==> config.mk <==
export PLATFORM = sky130hd
export DESIGN_NAME = binary_to_decimal_digits_u64
export DESIGN_NICKNAME = d
export VERILOG_FILES = /design/src/rtl/b2d_pkg.sv /design/src/rtl/b2d_conv.sv /design/src/rtl/b2d_queue.sv /design/src/rtl/b2d_emit.sv /design/src/rtl/binary_to_decimal_digits_u64.sv
export SDC_FILE = /design/constraint.sdc
export NUM_CORES = 1
export LEC_CHECK = 0
export BUFFER_PORTS_ARGS = -buffer_cell sky130_fd_sc_hd__buf_2
export CAP_MARGIN = 10
export CORE_MARGIN = 1
export CORE_UTILIZATION = 65
export CTS_CLUSTER_DIAMETER = 150
export DETAILED_ROUTE_END_ITERATION = 7
export PLACE_DENSITY = 0.81
export SYNTH_ARGS = -nofsm -noshare
export SYNTH_HDL_FRONTEND = slang
export SYNTH_SLANG_ARGS = --single-unit
==> constraint.sdc <==
create_clock -name clk_i -period 8.1 [get_ports clk_i]
set_clock_uncertainty 0.2 [all_clocks]
set_input_delay 0.81 -clock clk_i [delete_from_list [all_inputs] [get_ports clk_i]]
set_output_delay 0.81 -clock clk_i [all_outputs]
set_load 0.02 [all_outputs]
==> src/rtl/b2d_pkg.sv <==
package b2d_pkg;

  localparam int unsigned ValueW        = 64;
  localparam int unsigned DigitW        = 6;
  localparam int unsigned NumDigits     = 20;
  localparam int unsigned NibbleW       = 4;
  localparam int unsigned BcdW          = NumDigits * NibbleW;
  localparam int unsigned StepsPerCycle = 4;
  localparam int unsigned ConvCycles    = ValueW / StepsPerCycle;
  localparam int unsigned CntW          = $clog2(ConvCycles);
  localparam int unsigned QueueDepth    = 2;
  localparam int unsigned QPtrW         = $clog2(QueueDepth);
  localparam int unsigned QCntW         = $clog2(QueueDepth + 1);

  localparam logic [DigitW-1:0]  AsciiZero = 6'd48;
  localparam logic [NibbleW-1:0] BcdFive   = 4'd5;
  localparam logic [NibbleW-1:0] BcdThree  = 4'd3;

  typedef logic [BcdW-1:0] bcd_t;

  // one converted number travelling between front, queue and back
  typedef struct packed {
    logic valid;
    bcd_t bcd;
  } bcd_req_t;

  // add-3 correction on every decimal digit before the next shift
  function automatic bcd_t bcd_adjust(input bcd_t b);
    bcd_t r;
    r = b;
    for (int i = 0; i < NumDigits; i++) begin
      if (b[i*NibbleW +: NibbleW] >= BcdFive) begin
        r[i*NibbleW +: NibbleW] = b[i*NibbleW +: NibbleW] + BcdThree;
      end
    end
    return r;
  endfunction

endpackage

==> src/rtl/b2d_conv.sv <==
module b2d_conv import b2d_pkg::*; (
  input  logic              clk_i,
  input  logic              rst_ni,
  input  logic              in_valid_i,
  output logic              in_ready_o,
  input  logic [ValueW-1:0] value_i,
  output bcd_req_t          push_o,
  input  logic              push_ready_i
);

  typedef enum logic [1:0] {
    ConvIdle,
    ConvRun,
    ConvPush
  } conv_state_e;

  conv_state_e       state_q;
  logic [CntW-1:0]   cnt_q;
  bcd_t              bcd_q;
  bcd_t              bcd_d;
  logic [ValueW-1:0] bin_q;
  logic [ValueW-1:0] bin_d;

  // shift-and-add-3, StepsPerCycle bits per cycle
  always_comb begin
    bcd_d = bcd_q;
    bin_d = bin_q;
    for (int s = 0; s < StepsPerCycle; s++) begin
      bcd_d = bcd_adjust(bcd_d);
      bcd_d = {bcd_d[BcdW-2:0], bin_d[ValueW-1]};
      bin_d = {bin_d[ValueW-2:0], 1'b0};
    end
  end

  always_ff @(posedge clk_i or negedge rst_ni) begin
    if (!rst_ni) begin
      state_q <= ConvIdle;
      cnt_q   <= '0;
      bcd_q   <= '0;
      bin_q   <= '0;
    end else begin
      unique case (state_q)
        ConvIdle: begin
          if (in_valid_i) begin
            bin_q   <= value_i;
            bcd_q   <= '0;
            cnt_q   <= '0;
            state_q <= ConvRun;
          end
        end
        ConvRun: begin
          bin_q <= bin_d;
          bcd_q <= bcd_d;
          cnt_q <= cnt_q + 1'b1;
          if (cnt_q == CntW'(ConvCycles - 1)) begin
            state_q <= ConvPush;
          end
        end
        ConvPush: begin
          if (push_ready_i) begin
            state_q <= ConvIdle;
          end
        end
        default: state_q <= ConvIdle;
      endcase
    end
  end

  assign in_ready_o   = (state_q == ConvIdle);
  assign push_o.valid = (state_q == ConvPush);
  assign push_o.bcd   = bcd_q;

endmodule

==> src/rtl/b2d_queue.sv <==
module b2d_queue import b2d_pkg::*; (
  input  logic     clk_i,
  input  logic     rst_ni,
  input  bcd_req_t push_i,
  output logic     push_ready_o,
  output bcd_req_t pop_o,
  input  logic     pop_i
);

  bcd_t             mem_q [QueueDepth];
  logic [QPtrW-1:0] wr_ptr_q;
  logic [QPtrW-1:0] rd_ptr_q;
  logic [QCntW-1:0] count_q;
  logic             do_push;
  logic             do_pop;

  assign push_ready_o = (count_q != QCntW'(QueueDepth));
  assign do_push      = push_i.valid && push_ready_o;
  assign do_pop       = pop_i && pop_o.valid;

  assign pop_o.valid = (count_q != '0);
  assign pop_o.bcd   = mem_q[rd_ptr_q];

  always_ff @(posedge clk_i) begin
    if (do_push) begin
      mem_q[wr_ptr_q] <= push_i.bcd;
    end
  end

  always_ff @(posedge clk_i or negedge rst_ni) begin
    if (!rst_ni) begin
      wr_ptr_q <= '0;
      rd_ptr_q <= '0;
      count_q  <= '0;
    end else begin
      if (do_push) begin
        wr_ptr_q <= (wr_ptr_q == QPtrW'(QueueDepth - 1)) ? '0 : wr_ptr_q + 1'b1;
      end
      if (do_pop) begin
        rd_ptr_q <= (rd_ptr_q == QPtrW'(QueueDepth - 1)) ? '0 : rd_ptr_q + 1'b1;
      end
      if (do_push && !do_pop) begin
        count_q <= count_q + 1'b1;
      end else if (do_pop && !do_push) begin
        count_q <= count_q - 1'b1;
      end
    end
  end

endmodule

==> src/rtl/b2d_emit.sv <==
module b2d_emit import b2d_pkg::*; (
  input  logic              clk_i,
  input  logic              rst_ni,
  input  bcd_req_t          pop_i,
  output logic              pop_o,
  output logic              out_valid_o,
  input  logic              out_ready_i,
  output logic [DigitW-1:0] digit_char_o,
  output logic              last_digit_o
);

  bcd_t cur_q;
  logic valid_q;
  logic last;

  // no nonzero digit above the current one
  assign last  = (cur_q[BcdW-1:NibbleW] == '0);
  assign pop_o = pop_i.valid && (!valid_q || (out_ready_i && last));

  always_ff @(posedge clk_i or negedge rst_ni) begin
    if (!rst_ni) begin
      valid_q <= 1'b0;
      cur_q   <= '0;
    end else begin
      if (pop_o) begin
        cur_q   <= pop_i.bcd;
        valid_q <= 1'b1;
      end else if (valid_q && out_ready_i) begin
        if (last) begin
          valid_q <= 1'b0;
        end else begin
          cur_q <= {{NibbleW{1'b0}}, cur_q[BcdW-1:NibbleW]};
        end
      end
    end
  end

  assign out_valid_o  = valid_q;
  assign digit_char_o = AsciiZero + DigitW'(cur_q[NibbleW-1:0]);
  assign last_digit_o = last;

endmodule

==> src/rtl/binary_to_decimal_digits_u64.sv <==
// binary to decimal digit converter for 64-bit unsigned values
//
// input channel: in_valid_i / in_ready_o carry value_i, one number per request
// output channel: out_valid_o / out_ready_i carry digit_char_o (ascii '0'..'9')
// and last_digit_o; a number comes out as 1 to 20 requests, least significant
// digit first, leading zeros dropped, zero giving a single '0'
// last_digit_o marks the most significant digit and closes the run
//
// the front converts by shift-and-add-3, four bits per cycle, then holds each
// number until the queue takes it, and takes no new one before that; the back
// sends one digit per cycle while it has a digit and out_ready_i is high
// a two-entry queue of converted numbers sits between them
// the first digit is valid once the back has loaded the number from the queue
//
// a stalled receiver holds the current digit; the front keeps converting and
// fills the queue, then holds in_ready_o low
// reset empties the queue and drops any run in flight
module binary_to_decimal_digits_u64 import b2d_pkg::*; (
  input  logic              clk_i,
  input  logic              rst_ni,
  input  logic              in_valid_i,
  output logic              in_ready_o,
  input  logic [ValueW-1:0] value_i,
  output logic              out_valid_o,
  input  logic              out_ready_i,
  output logic [DigitW-1:0] digit_char_o,
  output logic              last_digit_o
);

  bcd_req_t push;
  logic     push_ready;
  bcd_req_t pop_data;
  logic     pop;

  b2d_conv u_conv (
    .clk_i        (clk_i),
    .rst_ni       (rst_ni),
    .in_valid_i   (in_valid_i),
    .in_ready_o   (in_ready_o),
    .value_i      (value_i),
    .push_o       (push),
    .push_ready_i (push_ready)
  );

  b2d_queue u_queue (
    .clk_i        (clk_i),
    .rst_ni       (rst_ni),
    .push_i       (push),
    .push_ready_o (push_ready),
    .pop_o        (pop_data),
    .pop_i        (pop)
  );

  b2d_emit u_emit (
    .clk_i        (clk_i),
    .rst_ni       (rst_ni),
    .pop_i        (pop_data),
    .pop_o        (pop),
    .out_valid_o  (out_valid_o),
    .out_ready_i  (out_ready_i),
    .digit_char_o (digit_char_o),
    .last_digit_o (last_digit_o)
  );

endmodule

==> reports/summary.txt, run 1 <==
Mapped Avg Cell Area: 9.533 um2
detailed-route vias per instance: 6.567
buffers and inverters on the worst path: 2
met2 track demand over resource in global routing: 0.5210
area delta synth->final: 7.907%
area occupied by multi-input gates: 0.01458 mm2
count of hold-fix buffers inserted at cts: 0
number of violations reported at the end of detailed-routing iteration 0: 1771
worst setup slack after layout: 3.558 ns
endpoint class of the critical path: flop
maximum number of pins on one net before global-route repair: 139
routed wirelength normalized by instance count: 18.42 um
most frequent CP cell: sky130_fd_sc_hd__ha_1
number of antenna violations at the first check in global routing: 0
critical path fanouts, max: 9
r2r worst-path depth: 18
CORE AREA: 0.03973 mm2
number of inserted filler cells in the final layout: 2937
clock-pin slew reported for the worst setup and hold paths after clock tree synthesis: 0.07 ns
routing usage on met3: 0.03066
Seq/Total Area, Yosys: 0.4080
GR Util met1: 0.3840
Max clock buf depth: 3
cell family contributing the most delay on the critical path: compound AO/OA/AOI/OAI gates
total of max-cap violations: 0
count of flip-flops with a built-in enable after synthesis: 160
unrepaired setup endpoints after global routing: false
FFs w/ async S/R, synth: 0.5949
setup-violating endpoint count in the final report: 0
residual overflow from global routing: 0
number of synthesized register bits: 395
TritonCTS clock tree: yes
Hold Path Class: input port to async pin
y dimension of the die: 202.7 um
CTS Root Cell: sky130_fd_sc_hd__clkbuf_16
Initial Utilization: 0.6591
NumNets Final: 2915
period utilization: 0.5608
postcts setup bufs: 0
critical path depth: 18
depth of the CTS H-tree: 2
Data arrival, critical path: 4.77 ns
estimated wirelength of the detail-placed design: 40730 um
final design utilization: 0.7112
vias in the first global route: 21210
headroom to the max-slew limit: 0.2424
predominant post-synthesis flop cell: sky130_fd_sc_hd__dfrtp_1
global-route wire length before repair: 101600 um
time the final worst path needs with I/O delays and setup: 4.542 ns
max-slew violation count: 0
clock latency on the worst-skew pair: 0.54 ns
Die X: 202.7 um
final routed wirelength across all metal layers: 60880 um
actual slew at the worst max-slew pin: 1.134 ns
# DRC: 0
final weighted congestion in routability-driven placement: 0.8672
setup TNS: 0 ns
required time worst endpoint: 8.32 ns
Inserted Clock Buffers: 43
GR peak layer: met2
Antenna Diode Count: 0
register area: 0.01069 mm2
count of instances resized after the clock tree is built: 0
Worst setup SP type: flop
library cells used by synthesis: 99
cell with the largest stage delay on the worst path: sky130_fd_sc_hd__dfrtp_1
CP peak stage delay: 0.46 ns
die outline area: 0.04110 mm2
Achievable Freq: 220.2 MHz
Pre-antenna DRT Iters: 6
antenna-violating nets left: 0
sequence of cells on the critical path: inv_1 > ha_1 > nor2b_1 > o21ai_0 > or2_2 > ha_1 > o21bai_1 > a211oi_1 > or2_2 > ha_1 > nor2_1 > a211oi_2 > a21o_1 > inv_1 > ha_1 > a211o_1 > a211o_1 > a32o_1
cells after synthesis: 2747
worst setup path category: flop to flop
most common cell after layout, fill and taps aside: sky130_fd_sc_hd__dfrtp_1
total via count in the routed design: 21709
Setup WS pre-CTS: 3.628 ns
clock sinks: 395
share of layout cells above drive strength 1: 0.1111
status: complete, no violations
number of top-level pins: 77
overall routing resource usage: 0.2953
floorplan row count: 73
warning count from the yosys run: 0
Hold Worst Slack: 0.09032 ns
commonest cells after routing, fill and taps aside: 232 x sky130_fd_sc_hd__dfrtp_1, 227 x sky130_fd_sc_hd__o21ai_0, 206 x sky130_fd_sc_hd__a21oi_1, 191 x sky130_fd_sc_hd__nand2_1, 160 x sky130_fd_sc_hd__edfxtp_1
number of buffers inserted by port buffering: 74
final-report hold violation count: 0
post-synth design cell area: 0.02619 mm2
[kinds of logic after synthesis]
family	after synthesis	share of synthesized area
flops	395	0.4080
fa+ha+maj	99	0.04730
xor+xnor	23	0.007692
simple gates	786	0.1552
compound gates	1007	0.2677
other cells	1	0.0001432
buf+inv	246	0.03731
mux	190	0.07664
[cell usage after synthesis, types with 19 or more instances]
library cell	n	area (um2)
sky130_fd_sc_hd__and2_1	27	168.9
sky130_fd_sc_hd__nor4_1	20	125.1
sky130_fd_sc_hd__a221o_1	40	400.4
sky130_fd_sc_hd__mux2_2	31	349.1
sky130_fd_sc_hd__edfxtp_1	160	4805
sky130_fd_sc_hd__nor2b_1	136	850.8
sky130_fd_sc_hd__o211ai_1	33	247.7
sky130_fd_sc_hd__nand2b_1	39	244.0
sky130_fd_sc_hd__inv_1	111	416.7
sky130_fd_sc_hd__clkbuf_1	102	382.9
sky130_fd_sc_hd__dfrtp_1	235	5881
sky130_fd_sc_hd__nor2_1	144	540.5
sky130_fd_sc_hd__o21ai_0	227	1136
sky130_fd_sc_hd__or2_2	39	244.0
sky130_fd_sc_hd__nand2_1	191	716.9
sky130_fd_sc_hd__nor3_1	47	235.2
sky130_fd_sc_hd__a211oi_1	95	713.2
sky130_fd_sc_hd__a21oi_1	206	1031
sky130_fd_sc_hd__and3_1	37	231.5
sky130_fd_sc_hd__a211o_1	45	394.1
sky130_fd_sc_hd__nand3_1	28	140.1
sky130_fd_sc_hd__a21o_1	23	172.7
sky130_fd_sc_hd__ha_1	99	1239
sky130_fd_sc_hd__mux2i_1	151	1511
sky130_fd_sc_hd__a22oi_1	65	488.0
sky130_fd_sc_hd__or3_1	19	118.9
[state kept, by name, indices dropped and copies added, names as in the netlist]
register	flops
u_emit.cur_q	80
u_conv.state_q	2
u_conv.cnt_q	4
u_queue.wr_ptr_q	1
u_queue.count_q	2
u_emit.out_valid_o	1
u_queue.rd_ptr_q	1
u_queue.mem_q	160
u_conv.bin_q	64
u_conv.bcd_q	80
[path summary, 6_finish.rpt]
path / endpoint / startpoint / slack [ns]
worst max-delay path: u_conv.bcd_q[13] / u_conv.bcd_q[12] / 3.56
worst min-delay path: u_conv.bcd_q[76] / rst_ni / 0.09
worst max register to register: u_conv.bcd_q[13] / u_conv.bcd_q[12] / 3.56
worst min register to register: u_conv.bin_q[2] / u_conv.bin_q[2] / 0.32
max in group asynchronous: u_conv.state_q[0] / rst_ni / 6.24
min in group clk_i: u_conv.bin_q[2] / u_conv.bin_q[2] / 0.32
[worst register-to-register path, stage by stage, from the launching register on]
cell	delay (ns)
sky130_fd_sc_hd__dfrtp_1	0.46
sky130_fd_sc_hd__inv_1	0.10
sky130_fd_sc_hd__ha_1	0.22
sky130_fd_sc_hd__nor2b_1	0.26
sky130_fd_sc_hd__o21ai_0	0.20
sky130_fd_sc_hd__or2_2	0.35
sky130_fd_sc_hd__ha_1	0.21
sky130_fd_sc_hd__o21bai_1	0.16
sky130_fd_sc_hd__a211oi_1	0.32
sky130_fd_sc_hd__or2_2	0.21
sky130_fd_sc_hd__ha_1	0.17
sky130_fd_sc_hd__nor2_1	0.06
sky130_fd_sc_hd__a211oi_2	0.34
sky130_fd_sc_hd__a21o_1	0.14
sky130_fd_sc_hd__inv_1	0.05
sky130_fd_sc_hd__ha_1	0.21
sky130_fd_sc_hd__a211o_1	0.23
sky130_fd_sc_hd__a211o_1	0.30
sky130_fd_sc_hd__a32o_1	0.24
[layer usage]
layer  part of all wire  vias up  routed length (um)
li1                   -    10359                   -
met1               0.44    10669               26570
met2               0.50      570               30250
met3              0.044      111                2709
met4              0.022        0                1354
met5                  0        -                   0
[layout make-up]
type / count / area share
Clock buffer: 61 / 0.04264
Clock inverter: 17 / 0.006951
Inverter: 112 / 0.01488
Multi-Input combinational cell: 2107 / 0.5160
Sequential cell: 395 / 0.3783
Tap cell: 525 / 0.02325
Timing Repair Buffer: 89 / 0.01789
[through the flow]
stage | cell area, um2 | cells
2_1_floorplan | 26190 | 2748
3_3_place_gp | 26860 | 3228
3_5_place_dp | 26860 | 3228
4_1_cts | 28260 | 3306
5_1_grt | 28260 | 3306
6_report | 28260 | 3306
Power of run 1 is left out: the tool's default activity adds up to more than one toggle a clock period on the data nets, which glitch-free logic cannot reach.
==> inputs of run 2 (changes only) <==
Settings changed: CORE_UTILIZATION 65 to 64, PLACE_DENSITY 0.81 to 0.8.
Clock period 8.1 ns to 4.7 ns, I/O delays scaled along.
==> run 2 against run 1 <==
  * Sequential cell count unchanged
  * Fmax increased by 0.92%
  * Clock-buffer cell count decreased by 4
  * Die area increased by 1.5%
  * Highest routed layer unchanged
  * Largest cell class unchanged
  * Critical endpoint unchanged
  * Critical path depth unchanged
==> reports/summary.txt, run 2 (same netlist as run 1, synthesis figures left out) <==
final weighted congestion in routability-driven placement: 0.8943 (+3.1%)
max-slew violation count: 0 (unchanged)
Hold Worst Slack: 0.01335 ns (-0.07697 ns)
NumNets Final: 2921 (+0.21%)
number of antenna violations at the first check in global routing: 0 (unchanged)
total of max-cap violations: 0 (unchanged)
flip-flop count of the largest register, all copies and words added: 160 (unchanged)
endpoint class of the critical path: flop
depth of the CTS H-tree: 2 (unchanged)
clock sinks: 395 (unchanged)
detailed-route vias per instance: 6.577 (+0.16%)
Max clock buf depth: 3 (unchanged)
Inserted Clock Buffers: 42 (-2.3%)
floorplan row count: 73 (unchanged)
Largest regs: u_queue.mem_q: 160 flops, u_conv.bcd_q: 80 flops, u_emit.cur_q: 80 flops
Worst setup SP type: flop
period utilization: 0.9576 (+0.3968)
setup-violating endpoint count in the final report: 0 (unchanged)
total via count in the routed design: 21783 (+0.34%)
estimated wirelength of the detail-placed design: 41510 um (+1.9%)
status: complete, no violations
area delta synth->final: 8.318%
most flop-heavy register: u_queue.mem_q
clock latency on the worst-skew pair: 0.54 ns (about the same)
worst setup path category: flop to flop
commonest cells after routing, fill and taps aside: 232 x sky130_fd_sc_hd__dfrtp_1, 226 x sky130_fd_sc_hd__o21ai_0, 206 x sky130_fd_sc_hd__a21oi_1, 191 x sky130_fd_sc_hd__nand2_1, 160 x sky130_fd_sc_hd__edfxtp_1
Die X: 204.3 um (+0.77%)
maximum number of pins on one net before global-route repair: 121 (-13%)
y dimension of the die: 204.3 um (+0.77%)
final routed wirelength across all metal layers: 61640 um (+1.2%)
die outline area: 0.04173 mm2 (+1.5%)
global-route wire length before repair: 103200 um (+1.6%)
number of buffers inserted by port buffering: 74 (unchanged)
share of layout cells above drive strength 1: 0.1163 (+0.005143)
time the final worst path needs with I/O delays and setup: 4.501 ns (-0.04161 ns)
clock-pin slew reported for the worst setup and hold paths after clock tree synthesis: 0.07 ns (about the same)
headroom to the max-slew limit: 0.2068 (-0.03566)
vias in the first global route: 21246 (+0.17%)
Initial Utilization: 0.6546 (-0.004514)
required time worst endpoint: 4.92 ns (-3.40 ns)
CTS Root Cell: sky130_fd_sc_hd__clkbuf_16
Data arrival, critical path: 4.72 ns (-0.05 ns)
critical path fanouts, max: 9 (unchanged)
residual overflow from global routing: 0 (unchanged)
Antenna Diode Count: 0 (unchanged)
Hold Path Class: input port to flop
Pre-antenna DRT Iters: 7 (+1)
actual slew at the worst max-slew pin: 1.190 ns (+0.05589 ns)
TritonCTS clock tree: yes
number of violations reported at the end of detailed-routing iteration 0: 1861 (+5.1%)
# DRC: 0 (unchanged)
number of top-level pins: 77 (unchanged)
CORE AREA: 0.04001 mm2 (+0.69%)
Achievable Freq: 222.2 MHz (+0.92%)
final-report hold violation count: 0 (unchanged)
overall routing resource usage: 0.2964 (+0.001122)
antenna-violating nets left: 0 (unchanged)
most common cell after layout, fill and taps aside: sky130_fd_sc_hd__dfrtp_1
routed wirelength normalized by instance count: 18.61 um (+1.1%)
run 2: changes by cell type in the layout (fill, tap and decap cells not counted), sizes merged:
cell,previous run,this run
dlygate4sd3,0,1
clkinvlp,2,4
buf,89,95
clkinv,9,10
clkbuf,61,57
run 2: path summary, 6_finish.rpt:
path / from / end / slack [ns] / depth (start not counted)
max reg2reg: u_conv.bcd_q[12] / u_conv.bcd_q[13] / 0.20 / 18
min reg2reg: u_queue.count_q[1] / u_queue.count_q[1] / 0.31 / 1
min: value_i[48] / u_conv.bin_q[48] / 0.01 / 3
min in group asynchronous: rst_ni / u_conv.bin_q[63] / 0.34 / 2
max in group asynchronous: rst_ni / u_queue.rd_ptr_q / 2.86 / 3
max: u_conv.bcd_q[12] / u_conv.bcd_q[13] / 0.20 / 18
run 2: repair_timing:
action,4_1_cts,5_1_grt
hold buffers,1,0
setup buffers,0,2
setup endpoints to repair,0,5
hold endpoints to repair,105,0
gates resized for setup,0,5
run 2: area by class of cell:
cell class	instances	area [um2]
timing repair buffer	96	585.6
fill	2904	11640
multi-input combinational	2107	14600
clock buffer	57	1190
inverter	112	420.4
sequential	395	10690
tap	525	656.9
clock inverter	20	221.5
run 2: stage by stage:
step                      utilization  setup TNS, ns  instances  setup WS [ns]  instance area [um2]
after global routing           0.7090       -0.02027       3312       -0.02027                28370
after floorplan                     -              0       2748         0.6232                26190
after global placement         0.6727              0       3232         0.4154                26910
final                          0.7090              0       3312         0.1994                28370
after CTS                      0.7082              0       3310         0.1219                28330
after detailed placement       0.6727              0       3232         0.1812                26910
run 2: worst max-delay path, cell delays in order, from the launching register on:
cell	delay (ns)
sky130_fd_sc_hd__dfrtp_1	0.47
sky130_fd_sc_hd__inv_1	0.09
sky130_fd_sc_hd__ha_1	0.23
sky130_fd_sc_hd__nor2b_2	0.26
sky130_fd_sc_hd__o21ai_0	0.19
sky130_fd_sc_hd__or2_2	0.34
sky130_fd_sc_hd__ha_1	0.21
sky130_fd_sc_hd__o21bai_1	0.16
sky130_fd_sc_hd__a211oi_1	0.31
sky130_fd_sc_hd__or2_2	0.20
sky130_fd_sc_hd__ha_1	0.17
sky130_fd_sc_hd__nor2_1	0.06
sky130_fd_sc_hd__a211oi_2	0.29
sky130_fd_sc_hd__a21o_1	0.14
sky130_fd_sc_hd__inv_1	0.04
sky130_fd_sc_hd__ha_1	0.21
sky130_fd_sc_hd__a211o_1	0.25
sky130_fd_sc_hd__a211o_1	0.31
sky130_fd_sc_hd__a32o_1	0.24
run 2: layer usage:
layer	vias up	share of wire	wire length, um	track usage
met4	0	0.022	1341	0.08156
met5	-	0	0	0
li1	10381	-	-	-
met2	617	0.50	30590	0.5168
met3	108	0.049	3019	0.03268
met1	10677	0.43	26690	0.3903
Power of run 2 is left out for the same reason.
